$ cat src/hdl/sacl_ram.sv
// Generic simple dual-port RAM with one write port and a registered read port.
// It depends on nothing.
module sacl_ram #(
    parameter int WIDTH = 8,
    parameter int DEPTH = 256
) (
    input  logic                                   aclk,
    input  logic                                   wr_en,
    input  logic [((DEPTH > 1) ? $clog2(DEPTH) : 1)-1:0] wr_addr,
    input  logic [WIDTH-1:0]                       wr_data,
    input  logic [((DEPTH > 1) ? $clog2(DEPTH) : 1)-1:0] rd_addr,
    output logic [WIDTH-1:0]                       rd_data
);

    logic [WIDTH-1:0] mem_reg [DEPTH];
    logic [WIDTH-1:0] rd_data_reg;

    always_ff @(posedge aclk) begin
        if (wr_en) begin
            mem_reg[wr_addr] <= wr_data;
        end
        rd_data_reg <= mem_reg[rd_addr];
    end

    assign rd_data = rd_data_reg;

endmodule

$ cat config.mk
export PLATFORM = sky130hd
export DESIGN_NAME = sacl_ram
export DESIGN_NICKNAME = d
export VERILOG_FILES = /design/src/hdl/sacl_ram.sv
export SDC_FILE = /design/constraint.sdc
export NUM_CORES = 2
export LEC_CHECK = 0
export BUFFER_PORTS_ARGS = -buffer_cell sky130_fd_sc_hd__buf_2
export CAP_MARGIN = 20
export CORE_ASPECT_RATIO = 1.25
export CORE_MARGIN = 2
export CORE_UTILIZATION = 40
export CTS_CLUSTER_DIAMETER = 200
export DETAILED_ROUTE_END_ITERATION = 10
export SLEW_MARGIN = 15
export SYNTH_ARGS = -nofsm -noshare
export SYNTH_HDL_FRONTEND = slang
export SYNTH_SLANG_ARGS = --single-unit
$ cat constraint.sdc
create_clock -name aclk -period 2.12 [get_ports aclk]
set_input_delay 0.318 -clock aclk [delete_from_list [all_inputs] [get_ports aclk]]
set_output_delay 0.318 -clock aclk [all_outputs]
set_load 0.005 [all_outputs]
After elaboration in Yosys (flattened, before gate mapping)
Memories as Yosys holds them, arrays and structs flattened. A register that Yosys moved wholly into a read port is not among the register bits.
Cells that the tools add are included.

operators by class
  mux-type cells = 2

operator list
  kind     number
  $mux W1  2

storage, ports and cells
  flip-flop bits (word level) = 0
  RAM bits = 2,048
  output and inout bits = 8
  memories kept = 1

memories
  name     words  width  read ports  clocked after memory_dff  write ports  line  source
  mem_reg  256    8      1           1                         1            15    logic [WIDTH-1:0] mem_reg [DEPTH];

Longest topological paths before layout
  word-level depth = 2
  depth in mapped cells = 11

Least setup slack after synthesis
Ideal clock, no wire load.

  path kind = input to register
  start point = input rd_addr[0] (netlist bit)
  end point = register rd_data_reg[2] (netlist: rd_data[2]) (read register of mem_reg)
  data arrival time = 2.125 ns
  required time = 1.989 ns
  path slack = -0.136 ns
  cell stages on the path = 9
  path buffers = 4
  path through = buf_6 > buf_12 > buf_8 > buf_2 > mux4_2 > a22oi_1 > a21oi_1 > nor4_1 > nor4_2

RTL lines
  element      line  source
  from (decl)  11    input logic [((DEPTH > 1) ? $clog2(DEPTH) : 1)-1:0] rd_addr,
  to (decl)    16    logic [WIDTH-1:0] rd_data_reg;

==> flow_metrics.tcl <==
set metrics [dict create \
    status "finished, violations left" \
    violations_in_the_final_reports "negative setup slack" \
    critPathMaxFanout 1 \
    initial_core_util 0.401 \
    post-route-min-period_ns 2.27 \
    cp_slowest_stage_delay_ns 0.46 \
    drt_first_iter_violations 4077 \
    max-slew-margin-rel 0.367 \
    clk-insertion-delay-late_ns 0.85 \
    critPathLaunchType "register" \
    synthXorXnorAreaFrac 0 \
    number_of_buffers_on_the_longest_clock_path 3 \
    vdd.ir_drop.worst_v 0.000804 \
    synth-warning-count 0 \
    final-setup-viol-count 6 \
    layout.cell_area.non_filler_um2 95400 \
    cts_setup_buffers 0 \
    cpLargestDelayFamily "simple AND/OR/NAND/NOR gates" \
    coreArea_um2 198000 \
    post_synth_mux_area_share 0.146 \
    detailedPlacementHpwl_mm 138 \
    min_path_type "in -> reg" \
    register_area_um2 61700 \
    power_switching_share 0.213 \
    dieWidth_um 403 \
    drt-total-wl_mm 206 \
    timing.critical_path.slowest_stage_cell "mux4_2" \
    drt_pass1_iterations 5 \
    fillerInstances 16200 \
    dp_cells 6872 \
    synthesis.nets 3759 \
    rsz0062_at_grt "true" \
    cap_violations 0 \
    flip_flop_count_of_the_largest_register_all_copies_and_words_added 2048 \
    global_route.usage.total 0.204 \
    area_delta_synth_final_pct 19.9 \
    synth.cell_area_um2 79600 \
    clk_transition_reported_paths_ns 0.07 \
    clock_tree_from_tritoncts "yes" \
    average_cell_area_after_synthesis_um2 21.3 \
    power.share.sequential 0.531 \
    floorplan.rows 183 \
    main_combinational_cell_family_by_area_after_synthesis "multiplexers" \
    grt_antenna_before_repair 12 \
    min_period_over_period 1.07 \
    dr_total_vias 40500 \
    clock-root-buffer "clkbuf_16" \
    cts_max_level 4 \
    crit_type "reg -> reg" \
    critical_path_arrival_ns 3.01 \
    timing.fmax_ghz 0.440 \
    synth_top_cell_area_share 0.773 \
    numPortBuffers 33 \
    worst_setup_path_end_kind "register" \
    final_net_count 4503 \
    gpl.final_weighted_congestion 0.870 \
    intPower_mw 66.5 \
    layoutNonFillerInstCount 7230 \
    adder_and_majority_cell_fraction_of_the_synthesized_area 0 \
    path_buf_inv 1 \
    clock_power_share 0.411 \
    synth-seq-area-share 0.775 \
    placed_cell_area_um2 88600 \
    required_ns 2.85 \
    grt_start_max_net_pins 98 \
    fraction_of_final_layout_cells_with_drive_strength_greater_than_1 0.340 \
    worst_slack_ns -0.152 \
    first_global_vias 41700 \
    timing_hold_violations_final 0 \
    multi_input_area_um2 17000 \
    numClockSinks 2056 \
    wire_length_of_the_first_global_routing_pass_mm 298 \
    synth_seq_cells 2056 \
    die_height_um 503 \
    postSynthCellCount 3733 \
    floorplan.die_area_um2 202000 \
    share_comb_of_total_power 0.058 \
    crit_chain "mux4_2, o211ai_1, nand3_2, nor4_4, buf_4, nor4_2" \
    cts_made_buffers 189 \
    tightestPinTransition_ns 0.946 \
    drt-wirelength-per-cell_um 28.6 \
    grt_ovf 0 \
    fraction_of_the_mapped_netlist_area_in_compound_gates 0.0342 \
    io_pins 34 \
    power-per-cell-area_nw_per_um2 886 \
    final_max_slew_viol_count 0 \
    finalSetupTns_ns -0.424 \
    antenna_viol_nets_final 0 \
    post_synth_num_cell_types 55 \
    power_switching_mw 18.0 \
    drt_drc_violations_left 0 \
    fin_util 0.481 \
    vias_per_cell 5.60 \
    synth_largest_area_cell "edfxtp_1" \
    fin_skew_ns 0.0466 \
    p_leak_nw 30.8 \
    yosys-top-cells-area "edfxtp_1 77%, mux4_2 13%, mux2i_1 1.7%, nor2_1 1.3%, a22oi_1 1.3%" \
    synth_simple_gate_area_share 0.0263 \
]
[kinds of logic (layout without fill, tap and decap cells)]
family	Yosys count	in the layout
AO/OA/AOI/OAI	385	385
other	0	5
AND/OR/NAND/NOR	466	466
buffers and inverters	235	1137
multiplexers	591	591
flip-flops	2056	2056
[power groups by stage]
| stage | combinational, mW | sequential (mW) | clock [mW] |
|---|---|---|---|
| 6_report | 4.93 | 44.9 | 34.7 |
| 2_1_floorplan | 2.24 | 45.7 | 0 |
| 3_3_place_gp | 4.79 | 45.7 | 0 |
| 3_5_place_dp | 4.84 | 45.7 | 0 |
| 4_1_cts | 4.96 | 44.9 | 35.3 |
| 5_1_grt | 5.20 | 44.8 | 36.8 |
[worst reg2reg max path: cells and delay by family (launching register included)]
kind / cells / cell delay (ns)
compound gates: 1 / 0.45
flops: 1 / 0.38
buf+inv: 1 / 0.24
simple gates: 3 / 0.62
mux: 1 / 0.46
[final timing paths]
kind                   from         endpoint  slack, ns  cells past startpoint
max          mem_reg[49][2]       rd_data[2]      -0.15                      6
min              wr_addr[4]  mem_reg[186][6]       0.15                      3
max reg2reg  mem_reg[49][2]       rd_data[2]      -0.15                      6
min reg2reg  mem_reg[40][3]       rd_data[3]       1.03                      7
[cells in the mapped netlist (all sizes together)]
cell / instances
a2111oi: 5
a211oi: 16
a21boi: 1
a21oi: 96
a221oi: 14
a22o: 8
a22oi: 133
a311oi: 2
a31oi: 2
and2: 6
and3: 1
and3b: 2
buf: 122
clkbuf: 111
clkinv: 1
dfxtp: 8
edfxtp: 2048
inv: 1
mux2: 1
mux2i: 134
mux4: 456
nand2: 33
nand2b: 8
nand3: 34
nand3b: 2
nand4: 10
nor2: 282
nor2b: 31
nor3: 22
nor3b: 1
nor4: 27
nor4b: 1
o211ai: 10
o21ai: 12
o221ai: 47
o22a: 5
o22ai: 28
o311ai: 1
o32ai: 5
or2: 4
or2b: 1
or3b: 1
[cells in the final DEF (no fill, tap or decap), types with 33 or more instances in the layout]
cell type     n
clkbuf_1     37
edfxtp_1   2048
buf_12      100
a21oi_1      92
mux4_2      455
mux2i_1     134
clkbuf_16   191
a22oi_1     132
o221ai_1     44
buf_4       643
nand2_1      33
nor2_1      276
clkinv_1     46
[routing by layer]
metal,up-vias,share of wire,track usage
met2,1434,0.51,0.348
met4,10,0.033,0.0684
met3,303,0.067,0.0353
met5,-,0.00032,0
met1,21600,0.39,0.266
li1,17200,-,-
[per-stage QoR]
step / hold slack (ns) / worst slack, ns / total power, mW
after global routing: 0.154 / -0.148 / 86.8
after global placement: 0.675 / -1.19 / 50.5
after detailed placement: 0.673 / -1.22 / 50.6
final: 0.154 / -0.152 / 84.5
after floorplan: 0.417 / -0.0168 / 47.9
after CTS: 0.111 / -0.136 / 85.1
[layout make-up]
cell class,instances,share of cell area
sequential,2056,0.646
multi-input combinational,1442,0.178
timing repair buffer,786,0.0756
clock buffer,228,0.0516
tap,2590,0.0340
clock inverter,121,0.0147
antenna,5,0.000131
inverter,2,0.0000787
[what timing repair did]
action	4_1_cts	5_1_grt
pin swaps	19	14
endpoints found under the setup margin	8	8
endpoints found under the hold margin	258	0
resized for setup	55	20
hold buffers	8	0
Power figures use the tool's default switching activity.
