`src/hdl/sacl_pkg.sv`:
```
// Package for the set-associative LRU cache simulator.
// It holds the shared constants, opcode and register codes, and the access result type.
// It has no dependencies.
package sacl_pkg;

    localparam int MAX_SET_BITS_DEF = 8;
    localparam int MAX_WAYS_DEF     = 8;

    localparam int TAG_W      = 31;
    localparam int ADDR_W     = 32;
    localparam int CNT_W      = 32;
    localparam int OPCODE_W   = 2;
    localparam int SET_BITS_W = 4;
    localparam int WAYS_W     = 4;
    localparam int BLOCK_W    = 5;

    localparam int S_TDATA_W = 40;
    localparam int M_TDATA_W = 104;

    localparam int APB_ADDR_W = 4;
    localparam int APB_DATA_W = 32;

    localparam logic [SET_BITS_W-1:0] SET_BITS_RST = 4'd4;
    localparam logic [WAYS_W-1:0]     WAYS_RST     = 4'd1;
    localparam logic [BLOCK_W-1:0]    BLOCK_RST    = 5'd4;

    localparam logic [OPCODE_W-1:0] OP_LOAD   = 2'd0;
    localparam logic [OPCODE_W-1:0] OP_STORE  = 2'd1;
    localparam logic [OPCODE_W-1:0] OP_MODIFY = 2'd2;
    localparam logic [OPCODE_W-1:0] OP_IFETCH = 2'd3;

    localparam logic [1:0] REG_SET_BITS = 2'd0;
    localparam logic [1:0] REG_WAYS     = 2'd1;
    localparam logic [1:0] REG_BLOCK    = 2'd2;

    typedef struct packed {
        logic hit;
        logic miss;
        logic evict;
    } acc_result_t;

endpackage

```
`src/hdl/sacl_access.sv`:
```
// Lookup and LRU update of one cache set row: hit search, fill, victim choice, rank aging.
// It depends on sacl_pkg.
module sacl_access #(
    parameter int MAX_WAYS = sacl_pkg::MAX_WAYS_DEF
) (
    input  logic [MAX_WAYS*(2+sacl_pkg::TAG_W+((MAX_WAYS > 1) ? $clog2(MAX_WAYS) : 1))
                  -MAX_WAYS-1:0]          row_in,
    input  logic [sacl_pkg::TAG_W-1:0]    tag,
    input  logic [$clog2(MAX_WAYS+1)-1:0] ways,
    output logic [MAX_WAYS*(2+sacl_pkg::TAG_W+((MAX_WAYS > 1) ? $clog2(MAX_WAYS) : 1))
                  -MAX_WAYS-1:0]          row_out,
    output sacl_pkg::acc_result_t         res
);

    localparam int RW  = (MAX_WAYS > 1) ? $clog2(MAX_WAYS) : 1;
    localparam int TW  = sacl_pkg::TAG_W;
    localparam int LW  = 1 + RW + TW;
    localparam int WCW = $clog2(MAX_WAYS + 1);

    logic          v      [MAX_WAYS];
    logic [RW-1:0] r      [MAX_WAYS];
    logic [TW-1:0] t      [MAX_WAYS];
    logic          in_use [MAX_WAYS];
    logic          hit_v  [MAX_WAYS];
    logic          inv_v  [MAX_WAYS];
    logic          any_hit;
    logic          any_inv;
    logic [RW-1:0] hit_way;
    logic [RW-1:0] inv_way;
    logic [RW-1:0] vic_way;
    logic [RW-1:0] best;
    logic [RW-1:0] pick;
    logic [RW:0]   old_rank;

    always_comb begin
        for (int w = 0; w < MAX_WAYS; w++) begin
            v[w]      = row_in[w*LW];
            r[w]      = row_in[w*LW+1 +: RW];
            t[w]      = row_in[w*LW+1+RW +: TW];
            in_use[w] = ways > WCW'(w);
            hit_v[w]  = in_use[w] && v[w] && (t[w] == tag);
            inv_v[w]  = in_use[w] && !v[w];
        end

        any_hit = 1'b0;
        any_inv = 1'b0;
        hit_way = '0;
        inv_way = '0;
        for (int w = MAX_WAYS - 1; w >= 0; w--) begin
            if (hit_v[w]) begin
                any_hit = 1'b1;
                hit_way = RW'(w);
            end
            if (inv_v[w]) begin
                any_inv = 1'b1;
                inv_way = RW'(w);
            end
        end

        best    = r[0];
        vic_way = '0;
        for (int w = 1; w < MAX_WAYS; w++) begin
            if (in_use[w] && (r[w] > best)) begin
                best    = r[w];
                vic_way = RW'(w);
            end
        end

        if (any_hit) begin
            pick     = hit_way;
            old_rank = {1'b0, r[hit_way]};
        end else if (any_inv) begin
            pick     = inv_way;
            old_rank = (RW+1)'(MAX_WAYS);
        end else begin
            pick     = vic_way;
            old_rank = {1'b0, best};
        end

        for (int w = 0; w < MAX_WAYS; w++) begin
            if (RW'(w) == pick) begin
                row_out[w*LW]            = 1'b1;
                row_out[w*LW+1 +: RW]    = '0;
                row_out[w*LW+1+RW +: TW] = any_hit ? t[w] : tag;
            end else begin
                row_out[w*LW]            = v[w];
                row_out[w*LW+1+RW +: TW] = t[w];
                if (in_use[w] && v[w] && ({1'b0, r[w]} < old_rank) &&
                    (r[w] < RW'(MAX_WAYS - 1))) begin
                    row_out[w*LW+1 +: RW] = r[w] + RW'(1);
                end else begin
                    row_out[w*LW+1 +: RW] = r[w];
                end
            end
        end

        res.hit   = any_hit;
        res.miss  = !any_hit;
        res.evict = !any_hit && !any_inv;
    end

endmodule
```
`config.mk`:
```
export PLATFORM = sky130hd
export DESIGN_NAME = sacl_access
export DESIGN_NICKNAME = d
export VERILOG_FILES = /design/src/hdl/sacl_pkg.sv /design/src/hdl/sacl_access.sv
export SDC_FILE = /design/constraint.sdc
export NUM_CORES = 1
export LEC_CHECK = 0
export ABC_AREA = 1
export BUFFER_PORTS_ARGS = -buffer_cell sky130_fd_sc_hd__buf_2
export CORE_AREA = 5 5 231 233
export DETAILED_ROUTE_END_ITERATION = 10
export DIE_AREA = 0 0 236 238
export GPL_TIMING_DRIVEN = 0
export PLACE_DENSITY = 0.42
export SYNTH_ARGS = -nofsm -noshare
export SYNTH_HDL_FRONTEND = slang
export SYNTH_SLANG_ARGS = --single-unit
```
`constraint.sdc`:
```
create_clock -name vclk -period 10.2
set_input_delay 0 -clock vclk [all_inputs]
set_output_delay 0 -clock vclk [all_outputs]
set_load 0.02 [all_outputs]
```
==> Yosys cells after proc, flatten, opt, wreduce, memory -nomap -nowiden <==
Index checks and enable logic that the tools add are counted.
{ "totals": {"input_bits": 315, "ff_bits": 0, "output_inout_bits": 283, "wordCells": 192} }
{ "op_classes": {"magnitude_cmp": 32, "mux": 77, "reduce_logical": 59, "n_addsub": 8, "n_bitwise": 1, "eq_ne": 15} }
{ "op_table": {"columns": ["operator", "n"], "rows": [
  ["$mux 35", 8],
  ["$eq 31x31->1", 8],
  ["$mux 31", 8],
  ["$mux 3", 41],
  ["$logic_and 1x1->1", 48],
  ["$lt 3x4->1", 8],
  ["$add 3x1->3 const B", 8],
  ["$lt 3x3->1 const B", 8],
  ["$gt 3x3->1", 7],
  ["$mux 1", 17],
  ["$gt 4x3->1 const B", 4],
  ["$eq 3x3->1 const A", 4],
  ["$logic_not 1->1", 10],
  ["$bmux 3 s3", 1],
  ["$gt 4x1->1 const B", 2],
  ["$gt 4x2->1 const B", 2],
  ["$mux 4", 2],
  ["$eq 2x3->1 const A", 2],
  ["$ge 4x4->1 const B", 1],
  ["$not 3->4", 1],
  ["$eq 1x3->1 const A", 1],
  ["$logic_not 3->1", 1]
]} }

==> Depth between registers and ports, before layout <==
{ "logic_depth": {"word_depth": 28, "ltp_mapped": 64, "mapped_depth_nobuf": 64} }

==> Least setup slack after synthesis <==
No wires, ideal clock.
{ "synth_path": {"path_kind": "input to output", "startpoint": "input row_in[3] (netlist bit)", "endpoint": "output row_out[141] (netlist bit)", "t_arrival_ns": 8.553, "required_ns": 10.200, "n_path_buf": 0, "path_slack_ns": 1.647, "cell_stages": 58, "cell_sequence": "inv_1 ha_1 a21oi_1 nand2_1 nand2_4 nand2_1 o21ai_0 ha_1 o21ai_0 nand3_1 nand3_2 nand2_2 o21ai_0 ha_1 or2_2 o22ai_1 inv_1 nand2_2 (+22 left out) nand2_1 and2_1 ha_1 nand2_1 nor2_1 a211oi_1 nor3_1 a21oi_1 a221oi_1 ha_1 a21boi_1 nand2_1 nand2_1 nand2_1 nand2_1 nand2_1 nand2_1 nor2_1"} }
{ "synth_lines": {"columns": ["item", "line", "text"], "rows": [
  ["start: declaration", "sacl_access.sv:7", "-MAX_WAYS-1:0] row_in,"],
  ["end: declaration", "sacl_access.sv:11", "-MAX_WAYS-1:0] row_out,"]
]} }

==> flow_summary_export.csv <==
group,metric,value,unit
status,status,"finished clean",
critical_path,critPathCaptureType,"primary output",
drt,dr.pass1.iters,5,
grt,grt_max_degree,11,
final_layout,fillCellCount,6077,
floorplanning,pin_count,598,
yosys,synth-compound-area-share,0.298,
timing,rsz0062_at_grt,"no",
yosys,synth-simple-area-share,0.330,
drt,wl,93700,um
final_layout,multi_input_area,8360,sq um
grt,track_usage,0.307,
yosys,synth_top_family_by_area,"simple AND/OR/NAND/NOR gates",
final_layout,utilization,0.262,
critical_path,max_stage_delay,0.43,ns
yosys,synth_common_cells,"o21ai_0 (275), nand2_1 (260), o21ai_1 (186)",
yosys,synth_most_common_cell,"o21ai_0",
yosys,yosys.area_share.xor_xnor,0.205,
critical_path,critPathRequiredTime,10.20,ns
timing,slew_headroom,0.266,
yosys,synthTopCellsByArea,"xnor2_1 (17%), o21ai_0 (14%), nand2_1 (10%)",
power_and_ir_drop,intPower,305,uW
worst_hold_path,min_path_type,"in2out",
power_and_ir_drop,ir_drop,0.0520,mV
timing,worst_pin_slew,1.10,ns
timing,slew_violations,0,
yosys,synth_fa_ha_area_frac,0.0379,
yosys,syn_nets,2079,
power_and_ir_drop,power_leakage,6.42,nW
placement,io_buffers,572,
drt,dr.first_iter.drc_count,1702,
drt,vias,16300,
drt,drc_errors,0,
yosys,synth.mux.area_fraction,0,
yosys,yosysWarnings,0,
timing,hold_viol_final,0,
timing,fin_crit,9.25,ns
timing,fin_crit_sh,0.907,
grt,first_global_vias,16100,
critical_path,crit_type,"in2out",
job,maxCapViolations,0,
drt,postRouteAntennaNets,0,
critical_path,cp_slowest_cell,"buf_1",
placement,dp.final_hpwl,75900,um
power_and_ir_drop,clockPowerShare,0,
power_and_ir_drop,switching_share,0.697,
floorplanning,placementRows,83,
worst_hold_path,holdPathStages,4,
final_layout,nFlopsAndLatches,0,
yosys,syn_area,9570,sq um
final_layout,area_delta_synth_final,39.7,%
timing,finalSetupViolCount,0,
floorplanning,initial_core_util,0.188,
final_layout,drive_above_1_share,0.311,
critical_path,start_kind,"primary input",
drt,viasPerCell,5.44,
floorplanning,die_w,236,um
grt,grt_pass1_wl,125000,um
critical_path,cp_max_fo,10,
critical_path,worstPathArrival,9.25,ns
yosys,seq_area_frac_synth,0,
drt,routedWlPerCell,31.2,um
power_and_ir_drop,p_per_area,75.4,nW/um^2
placement,gp_congestion,0.932,
grt,grt_overflow,0,
final_layout,fin_nets,2657,
power_and_ir_drop,p_switching,702,uW
timing,fmax,108,MHz
yosys,syn_inst,1735,
yosys,synth_largest_area_cell,"xnor2_1",
floorplanning,die-area,56200,sq um
floorplanning,core,51000,sq um
yosys,avgSynthCellArea,5.51,sq um
grt,antenna_found_initial,12,
power_and_ir_drop,sequentialPowerShare,0,
critical_path,critPathMostFrequentCell,"nand2_1",
final_layout,nClkBuffers,0,
timing,holdWs,0.361,ns
final_layout,register_area,0,sq um
floorplanning,die_y,238,um
timing,final.setup.tns,0,ns
yosys,netlist.area_leader.share,0.169,
yosys,ys_types,50,
power_and_ir_drop,p_comb_frac,1.000,
-- power groups by stage --
stage               logic [mW]  clock network, mW  registers [mW]
global placement         0.985                  0               0
global route              1.07       0.0000000263               0
finish                    1.01      0.00000000804               0
floorplan                0.562                  0               0
detailed placement       0.985                  0               0
CTS                      0.989                  0               0
-- worst max-delay path, delay by kind of cell --
family                     cells  cell delay (ns)
AOI/OAI and AO/OA             12             2.14
and+or+nand+nor               30             3.73
buffers and inverters          8             1.39
adders and majority gates      7             1.98
-- routing by layer --
layer / GRT usage / routed length, um / vias up
met3: 0.0548 / 8220 / 237
met2: 0.521 / 43000 / 1074
met1: 0.388 / 37200 / 7869
met4: 0.120 / 5130 / 10
li1: - / - / 7134
met5: 0 / 57 / -
-- what timing repair did --
item,CTS,global route
buffers inserted,0,3
gates resized for setup,0,19
endpoints found under the setup margin,0,280
hold buffers,0,0
-- cell type report --
class | instances | area share
Timing Repair Buffer | 576 | 0.216
Inverter | 172 | 0.0485
Multi-Input combinational cell | 1449 | 0.625
Antenna cell | 10 | 0.00187
Buffer | 114 | 0.0445
Tap cell | 680 | 0.0637
-- kinds of logic after synthesis --
kind of cell / count (synthesis)
adder cells (fa/ha/maj): 29
AND/OR/NAND/NOR: 652
buffers and inverters: 286
XOR/XNOR: 224
AO/OA/AOI/OAI: 544
-- cell usage in the layout, fill, tap and decap left out, drive strengths merged, types with 4 or more instances in the layout --
cell and instances:
a21boi 4, a21oi 30, buf 648, clkbuf 42, diode 10, ha 29
inv 171, nand2 284, nand3 78, nand4 117, nor2 115, nor3 23
nor4 18, o21ai 461, o22ai 33, or2 9, xnor2 185, xor2 39
-- final timing paths --
path	endpoint	from
worst min-delay path	row_out[0]	row_in[0]
worst max-delay path	row_out[171]	row_in[3]
-- through the flow --
| stage | setup WS [ns] | power [mW] | instances | area, sq um |
|---|---|---|---|---|
| after global placement | -0.404 | 0.985 | 2987 | 13300 |
| after floorplan | 1.65 | 0.562 | 1735 | 9570 |
| after CTS | 0.0595 | 0.989 | 2988 | 13300 |
| after global routing | 0.0289 | 1.07 | 2993 | 13300 |
| final | 0.946 | 1.01 | 3001 | 13400 |
| after detailed placement | 0.0812 | 0.985 | 2988 | 13300 |
(Power assumes the default switching activity.)
